--- src/sv/lkvc_pkg.sv ---
`default_nettype none
package lkvc_pkg;

  localparam int ENTRIES = 16;
  localparam int IDX_W = (ENTRIES > 1) ? $clog2(ENTRIES) : 1;
  localparam int CNT_W = $clog2(ENTRIES + 1);
  localparam int CAP_W = 5;
  localparam int DATA_W = 32;

  localparam logic [CAP_W-1:0] CAP_RESET = CAP_W'(16);
  localparam logic signed [DATA_W-1:0] READ_MISS = '1;
  localparam logic signed [DATA_W-1:0] READ_NONE = '0;

  typedef enum logic {
    ACT_GET = 1'b0,
    ACT_SET = 1'b1
  } action_t;

  typedef struct packed {
    logic                     valid;
    action_t                  action;
    logic signed [DATA_W-1:0] key;
    logic signed [DATA_W-1:0] value;
  } req_t;

  typedef struct packed {
    logic                     hit;
    logic signed [DATA_W-1:0] read_value;
    logic                     evicted;
  } resp_t;

endpackage
`default_nettype wire

--- src/sv/lru_key_value_cache.sv ---
`default_nettype none
// Fully associative key-value cache with least-recently-used replacement, 16 entries.
// One get or set transfer is taken every cycle unless the input is stalled; its
// result passes through the input register, then one pass of parallel key compare
// and recency update, into the result register, which offers it. A stalled result
// holds the input register and then stalls the input. The
// store starts empty after reset with no clearing pass. cfg_wr_data sets the capacity
// (0 acts as 1, above 16 as 16); write it only while no transfer is in flight.
module lru_key_value_cache (
  input  wire logic                                 clk,
  input  wire logic                                 rst_n,
  input  wire logic                                 cfg_wr_en,
  input  wire logic [lkvc_pkg::CAP_W-1:0]           cfg_wr_data,
  input  wire logic                                 in_valid,
  output logic                                      in_stall,
  input  wire logic                                 in_action,
  input  wire logic signed [lkvc_pkg::DATA_W-1:0]   in_lookup_key,
  input  wire logic signed [lkvc_pkg::DATA_W-1:0]   in_write_value,
  output logic                                      out_valid,
  input  wire logic                                 out_stall,
  output logic                                      out_hit,
  output logic signed [lkvc_pkg::DATA_W-1:0]        out_read_value,
  output logic                                      out_evicted
);
  import lkvc_pkg::*;

  logic [CAP_W-1:0]         capacity_r;
  logic                     s1_valid_r;
  action_t                  s1_action_r;
  logic signed [DATA_W-1:0] s1_key_r;
  logic signed [DATA_W-1:0] s1_value_r;
  logic                     out_valid_r;
  resp_t                    out_resp_r;
  logic                     advance;
  req_t                     req;
  resp_t                    resp;

  assign advance  = s1_valid_r && (!out_valid_r || !out_stall);
  assign in_stall = s1_valid_r && !advance;

  always_comb begin
    req.valid  = advance;
    req.action = s1_action_r;
    req.key    = s1_key_r;
    req.value  = s1_value_r;
  end

  always_ff @(posedge clk) begin
    if (!rst_n) begin
      capacity_r <= CAP_RESET;
    end else if (cfg_wr_en) begin
      capacity_r <= cfg_wr_data;
    end
  end

  // advance input register
  always_ff @(posedge clk) begin
    if (!rst_n) begin
      s1_valid_r <= 1'b0;
    end else if (!in_stall) begin
      s1_valid_r <= in_valid;
    end
  end

  always_ff @(posedge clk) begin
    if (!in_stall && in_valid) begin
      s1_action_r <= action_t'(in_action);
      s1_key_r    <= in_lookup_key;
      s1_value_r  <= in_write_value;
    end
  end

  // hold result while stalled
  always_ff @(posedge clk) begin
    if (!rst_n) begin
      out_valid_r <= 1'b0;
    end else if (advance) begin
      out_valid_r <= 1'b1;
    end else if (!out_stall) begin
      out_valid_r <= 1'b0;
    end
  end

  always_ff @(posedge clk) begin
    if (advance) begin
      out_resp_r <= resp;
    end
  end

  lkvc_store u_store (
    .clk      (clk),
    .rst_n    (rst_n),
    .capacity (capacity_r),
    .req      (req),
    .resp     (resp)
  );

  assign out_valid      = out_valid_r;
  assign out_hit        = out_resp_r.hit;
  assign out_read_value = out_resp_r.read_value;
  assign out_evicted    = out_resp_r.evicted;

endmodule
`default_nettype wire

--- src/sv/lkvc_store.sv ---
`default_nettype none
module lkvc_store (
  input  wire logic                        clk,
  input  wire logic                        rst_n,
  input  wire logic [lkvc_pkg::CAP_W-1:0]  capacity,
  input  wire lkvc_pkg::req_t              req,
  output lkvc_pkg::resp_t                  resp
);
  import lkvc_pkg::*;

  logic [DATA_W-1:0] key_r   [ENTRIES];
  logic [DATA_W-1:0] value_r [ENTRIES];
  logic [ENTRIES-1:0] valid_r;
  logic [IDX_W-1:0]  rec_r   [ENTRIES];
  logic [CNT_W-1:0]  count_r;

  logic [CNT_W-1:0]  cap_eff;
  logic [ENTRIES-1:0] match;
  logic [ENTRIES-1:0] oldest;
  logic              hit;
  logic [IDX_W-1:0]  hit_rec;
  logic [DATA_W-1:0] hit_value;
  logic [IDX_W-1:0]  old_idx;
  logic [IDX_W-1:0]  free_idx;
  logic [IDX_W-1:0]  ins_idx;
  logic [IDX_W-1:0]  last_rank;
  logic              is_set;
  logic              evict_en;
  logic              insert_en;

  always_comb begin
    if (capacity == '0) begin
      cap_eff = CNT_W'(1);
    end else if (int'(capacity) > ENTRIES) begin
      cap_eff = CNT_W'(ENTRIES);
    end else begin
      cap_eff = CNT_W'(capacity);
    end
  end

  assign last_rank = IDX_W'(count_r - CNT_W'(1));

  always_comb begin
    hit_rec   = '0;
    hit_value = '0;
    old_idx   = '0;
    free_idx  = '0;
    for (int i = 0; i < ENTRIES; i++) begin
      match[i]  = valid_r[i] && (key_r[i] == req.key);
      oldest[i] = valid_r[i] && (rec_r[i] == last_rank);
      hit_rec   = hit_rec | (rec_r[i] & {IDX_W{match[i]}});
      hit_value = hit_value | (value_r[i] & {DATA_W{match[i]}});
      if (oldest[i]) begin
        old_idx = IDX_W'(i);
      end
    end
    for (int i = ENTRIES - 1; i >= 0; i--) begin
      if (!valid_r[i]) begin
        free_idx = IDX_W'(i);
      end
    end
  end

  assign hit       = |match;
  assign is_set    = (req.action == ACT_SET);
  assign evict_en  = is_set && !hit && (count_r >= cap_eff) && (count_r != '0);
  assign insert_en = req.valid && is_set && !hit;
  assign ins_idx   = evict_en ? old_idx : free_idx;

  always_comb begin
    resp.hit     = hit;
    resp.evicted = evict_en;
    if (is_set) begin
      resp.read_value = READ_NONE;
    end else if (hit) begin
      resp.read_value = hit_value;
    end else begin
      resp.read_value = READ_MISS;
    end
  end

  always_ff @(posedge clk) begin
    if (!rst_n) begin
      valid_r <= '0;
      count_r <= '0;
      for (int i = 0; i < ENTRIES; i++) begin
        rec_r[i] <= '0;
      end
    end else if (req.valid) begin
      if (insert_en && !evict_en) begin
        count_r <= count_r + CNT_W'(1);
      end
      for (int i = 0; i < ENTRIES; i++) begin
        if (hit) begin
          if (match[i]) begin
            rec_r[i] <= '0;
          end else if (valid_r[i] && (rec_r[i] < hit_rec)) begin
            rec_r[i] <= rec_r[i] + IDX_W'(1);
          end
        end else if (is_set) begin
          if (IDX_W'(i) == ins_idx) begin
            valid_r[i] <= 1'b1;
            rec_r[i]   <= '0;
          end else if (valid_r[i]) begin
            rec_r[i] <= rec_r[i] + IDX_W'(1);
          end
        end
      end
    end
  end

  always_ff @(posedge clk) begin
    if (req.valid && is_set) begin
      for (int i = 0; i < ENTRIES; i++) begin
        if (hit ? match[i] : (IDX_W'(i) == ins_idx)) begin
          key_r[i]   <= req.key;
          value_r[i] <= req.value;
        end
      end
    end
  end

endmodule
`default_nettype wire

--- config.mk ---
export PLATFORM = sky130hd
export DESIGN_NAME = lru_key_value_cache
export DESIGN_NICKNAME = d
export VERILOG_FILES = /design/src/sv/lkvc_pkg.sv /design/src/sv/lru_key_value_cache.sv /design/src/sv/lkvc_store.sv
export SDC_FILE = /design/constraint.sdc
export NUM_CORES = 2
export LEC_CHECK = 0
export BUFFER_PORTS_ARGS = -buffer_cell sky130_fd_sc_hd__buf_4
export CAP_MARGIN = 20
export CORE_UTILIZATION = 40
export DETAILED_ROUTE_END_ITERATION = 8
export SYNTH_ARGS = -nofsm -noshare
export SYNTH_HDL_FRONTEND = slang
export SYNTH_SLANG_ARGS = --single-unit
--- constraint.sdc ---
create_clock -name clk -period 7.9 [get_ports clk]
set_input_delay 2.37 -clock clk [delete_from_list [all_inputs] [get_ports clk]]
set_output_delay 2.37 -clock clk [all_outputs]
set_load 0.01 [all_outputs]
* After elaboration in Yosys (flattened, before gate mapping)
Memories as Yosys holds them, arrays and structs flattened.
Cells that the tools add are included.
** Storage, ports and cells
- Logic and storage cells :: 873
- Input port bits :: 75
- Register bits after elaboration :: 127
- Output and inout bits :: 36
- Memories :: 3
- Bits in writable memories :: 1088
** Memories
- u_store.key_r :: words 16, width 32, rd ports 16, clocked after memory_dff 0, wr ports 16, line lkvc_store.sv:11 : logic [DATA_W-1:0] key_r [ENTRIES];
- u_store.value_r :: words 16, width 32, rd ports 16, clocked after memory_dff 0, wr ports 16, line lkvc_store.sv:12 : logic [DATA_W-1:0] value_r [ENTRIES];
- u_store.rec_r :: words 16, width 4, rd ports 16, clocked after memory_dff 0, wr ports 16, line lkvc_store.sv:14 : logic [IDX_W-1:0] rec_r [ENTRIES];
** Cells by class
- Magnitude comparators :: 18
- Eq/ne operators :: 47
- Mux-type cells :: 550
- Bitwise operators :: 127
- Reductions and logical operators :: 84
- Add/sub/neg operators :: 18
** Operators by type and width (count)
- AND 32 bit :: 16
- equality test 32 bit :: 16
- bitwise OR 32 bit :: 15
- two-way mux 1 bit :: 452
- two-way mux 4 bit :: 89
- adder 4 x 1 -> 4 bit, second input constant :: 16
- AND 4 bit :: 16
- < comparator 4 bit :: 16
- bitwise OR 1 bit :: 64
- AND reduction 4 bit :: 16
- equality test 4 bit :: 15
- bitwise OR 4 bit :: 15
- logical AND 1 bit :: 56
- equality test 4 bit, first input constant :: 8
- two-way mux 32 bit :: 1
- equality test 3 x 4 -> 1 bit, first input constant :: 4
- OR reduction 16 bit :: 1
- two-way mux 3 bit :: 4
- two-way mux 5 bit :: 2
- equality test 2 x 4 -> 1 bit, first input constant :: 2
- logical NOT 1 bit :: 6
- adder 5 x 1 -> 5 bit, second input constant :: 1
- >= comparator 5 bit :: 1
- > comparator 5 bit, second input constant :: 1
- other kinds (10) :: 11

* Depth between registers and ports, before layout
An unclocked memory read counts as a cell.
- Depth after elaboration :: 30
- Gate-level depth with buffers :: 19

* Hierarchy
A second synthesis with hierarchy kept.
** Unflattened totals
- Cells, all modules :: 3578
- Area total of the unflattened synthesis :: 53069.6 sq um
** By module, submodules not included
- lkvc_store :: area each 49822.8 sq um, cells each 3455, times used 1, seq. area each 33091.7 sq um
- lru_key_value_cache :: area each 3246.9 sq um, cells each 123, times used 1, seq. area each 3113.0 sq um

* Least setup slack after synthesis
No wires, ideal clock.
- Path kind :: register to register
- Start :: register u_store.count_r[0]
- End :: memory u_store.key_r[4][0] (netlist: u_store.key_r[2][0]), enable pin
- Required time :: 7.393 ns
- Cell stages (with the launch flop) :: 16
- Setup time :: 0.507 ns
- Period minus slack after synthesis :: 6.938 ns
- Arrival :: 6.431 ns
- Path buffers :: 3
- Setup slack :: 0.962 ns
- Path through :: dfxtp_1 buf_4 buf_2 inv_1 ha_1 buf_2 xnor2_2 xnor2_1 nand4_1 inv_1 or2_2 or4_4 nor4_4 and3b_1 o21ai_0 a21oi_1
** RTL lines
- start: declaration :: line lkvc_store.sv:15 : logic [CNT_W-1:0] count_r;
- start signal: assignment :: line lkvc_store.sv:91 : count_r <= count_r + CNT_W'(1);
- end: declaration :: line lkvc_store.sv:11

==> key figures <==
Outcome
  – Outcome: completed

Place
  – DP Wirelength: a little under 100 mm
  – Placed Area: about 55000 sq um
  – Placer congestion estimate: about 0.98
  – I/O Buffers: 110
  – Pre-CTS setup slack: between 2 and 2.5 ns

Worst setup path
  – CP max stage delay: just under 0.9 ns
  – Cell at the slowest stage of the critical path: edfxtp_1
  – CP Class: register to register
  – R2r startpoint: s1_key_r[17]
  – Arrival time worst endpoint: roughly 6.5 ns
  – Worst Reg-to-Reg Cells: 16
  – CP required: 8.39 ns
  – Crit-path most repeated cell: buf_4
  – R2r setup slk: about 1.9 ns
  – Worst setup startpoint: s1_key_r[17]
  – Critical path endpoint: u_store.rec_r[1][15]
  – R2R Path End: u_store.rec_r[1][15]
  – Crit path launch type: register
  – CP Capture Type: register
  – Crit path max fanout: 36
  – Crit-path cells: buf_4 > xor2_1 > nor4_1 > and4_1 > and3_2 > buf_4 > a22o_1 > a221oi_1 > nand3_1 > nor2_1 > buf_4 > ha_1 > o21ai_0 > a211oi_1 > o21ai_2 > or4_1

Clock tree
  – Hold_buf cts: 0
  – Cts repair resizes: 0
  – Post-CTS Setup Inserts: 0
  – Clk slew on worst S/H paths: approximately 0.06 ns
  – Worst-Skew Late Latency: around 0.8 ns
  – Largest buffer count on any clock path: 3
  – TritonCTS Sinks: approximately 1200
  – Number of buffers created by CTS: 131
  – H-tree levels: 4
  – CTS tree: done
  – CTS root buffer: clkbuf_16

Cells and area
  – Layout cells sized above 1: about 14%
  – Diode count: 0
  – Most common cell after layout, fill and taps aside: edfxtp_1
  – Number of fill cells: about 11000
  – Nets: between 3000 and 4000
  – P&R area growth vs syn: 13.80%
  – Post-layout util: 46.17%
  – Most frequent cells in the layout: edfxtp_1, xnor2_1, buf_4, nand4_1, nor2_1
  – Design area: roughly 60000 sq um

Pwr
  – Leakage: around 19 nW
  – Worst vdd rail ir drop: roughly 130 uV
  – Power consumption: 13.73 mW
  – Power density over the cells: approximately 230 nW/um^2

Logic synthesis
  – Syn Inst Count: roughly 3400
  – Ys flop type: edfxtp_1
  – Seq/Total Area, Yosys: between 60% and 70%
  – Synth Register Bits: approximately 1200
  – EDFF count, synth: about 1200
  – Area leader, netlist: edfxtp_1
  – Ys async rst share: 0%
  – Yosys warning count: 0
  – Top-area cell type share of the netlist area: 68.55%
  – Synth Cell Area: 52000 sq um
  – Syn_area_per_cell: 15.32 sq um
  – Top area cells in the synthesized netlist: edfxtp_1, xnor2_1, xor2_1, nand4_1, a22oi_1
  – Netlist cell types: between 90 and 100
  – Post-synthesis net count: between 3000 and 4000

Route
  – Post-route ant nets: 0
  – Routed WL: approximately 150 mm
  – Vias per cell: 5.783
  – First-pass DRT Iterations: 5
  – Avg WL per Cell: around 29 microns
  – Drt initial violations: 3598
  – Via count: between 30000 and 40000
  – DRC viols: 0

Die
  – Die ar.: between 100000 and 150000 sq um
  – # IOs: roughly 110
  – Core ar.: around 130000 sq um
  – Die Span Y: roughly 360 microns
  – Initial Util: 40.57%
  – Die width: roughly 360 microns
  – Row count: roughly 130

Timing
  – Fin crit period: 5.971 ns
  – # setup viols final: 0
  – Unrepaired setup endpoints after global routing: false
  – Worst-Margin Slew: about 1.2 ns
  – Final Hold Viols: 0
  – Final Skew: approximately 0.045 ns
  – Tcrit/Tclk final: between 70% and 80%
  – Max Fclk: between 150 and 200 MHz
  – Slew Viols, Final: 0
  – Setup_tns: 0 ns
  – Slew margin rel.: between 10% and 20%
  – Fin worst setup slack: a little under 2 ns

Global routing
  – Overall Global Routing Usage: 23.44%
  – Gr ovfl total: 0
  – Initial antenna violation count: 1
  – First-pass GRT wire length: between 200 and 250 mm
  – Largest net degree at the start of global routing: 50
  – Vias in the first global route: between 30000 and 40000

Run
  – Max cap viols: 0

Min path
  – Worst hold path class: register to register
==> synth_stat cells (31+ instances only) <==
cell and number:
nor4_1 47, and2_1 32, nor3_1 46, nand2b_1 31, inv_1 52, a22o_1 85
buf_4 39, and3_1 48, a21oi_1 48, nor2_1 170, clkbuf_1 75, xor2_1 135
a22oi_1 105, a221oi_1 86, nand2_1 74, xnor2_1 434, edfxtp_1 1187, nand4_1 167
nand3_1 75, ha_1 40
==> cells by family (layout without fill, tap and decap cells) <==
group | Yosys count | count (layout) | synth area share [%]
compound gates | 503 | 503 | 7.565
xor+xnor | 589 | 589 | 10.43
fa+ha+maj | 40 | 40 | 0.9625
buf+inv | 241 | 529 | 2.551
flops | 1215 | 1215 | 69.63
mux | 7 | 7 | 0.1372
simple gates | 799 | 799 | 8.725
==> flip-flops by register name, indices dropped and copies added (netlist names) <==
name and cells:
u_store.rec_r 64, u_store.key_r 512, s1_valid_r 1, out_valid 1
s1_key_r 32, s1_action_r 1, u_store.count_r 5, s1_value_r 32
out_evicted 1, capacity_r 5, u_store.value_r 512, u_store.valid_r 16
out_hit 1, out_read_value 32
==> worst min path at each step <==
| stage | depth (start not counted) | endpoint | slack [ns] | startpoint |
|---|---|---|---|---|
| after global routing | 2 | capacity_r[0] | 0.54 | capacity_r[0] |
| after global placement | 2 | out_valid | 0.46 | s1_valid_r |
| after detailed placement | 2 | out_valid | 0.49 | s1_valid_r |
| after CTS | 2 | out_valid | 0.48 | s1_valid_r |
| final | 2 | out_valid | 0.48 | s1_valid_r |
| after floorplan | 2 | out_valid | 0.45 | s1_valid_r |
==> per-layer routing <==
| metal | share of wire [%] | vias up | wire [microns] | track usage [%] |
|---|---|---|---|---|
| met5 | 0 | - | 0 | 0 |
| met3 | 7.9 | 267 | 12150 | 4.026 |
| li1 | - | 13550 | - | - |
| met1 | 43 | 16020 | 67140 | 33.30 |
| met2 | 46 | 1449 | 70600 | 36.36 |
| met4 | 3.0 | 0 | 4650 | 7.976 |
==> metrics by stage <==
stage	cells	hold WS, ns
2_1_floorplan	3394	0.4502
3_3_place_gp	5170	0.4620
3_5_place_dp	5172	0.4868
4_1_cts	5410	0.4801
5_1_grt	5411	0.5363
6_report	5411	0.4819
==> critical path, delay by kind of cell (launching register included) <==
kind | cells | cell delay [ns]
xor+xnor | 1 | 0.11
compound gates | 5 | 0.75
fa+ha+maj | 1 | 0.30
buf+inv | 3 | 1.34
simple gates | 6 | 2.23
flops | 1 | 0.87
==> power by group <==
group / leakage (nW) / internal, mW / switching (mW) / total, mW
Clock: 2.00 / 3.40 / 2.53 / 5.94
Combinational: 5.64 / 0.205 / 0.329 / 0.534
Sequential: 11.0 / 7.14 / 0.124 / 7.26
Total: 18.7 / 10.7 / 2.99 / 13.7
==> area by class of cell <==
| type | count | area (sq um) | area share [%] |
|---|---|---|---|
| Timing Repair Buffer | 237 | 1842 | 3.112 |
| Inverter | 54 | 207.7 | 0.3510 |
| Clock inverter | 74 | 619.3 | 1.047 |
| Tap cell | 1729 | 2163 | 3.656 |
| Clock buffer | 164 | 3487 | 5.893 |
| Sequential cell | 1215 | 36200 | 61.18 |
| Multi-Input combinational cell | 1938 | 14650 | 24.76 |
Power figures use the tool's default switching activity.
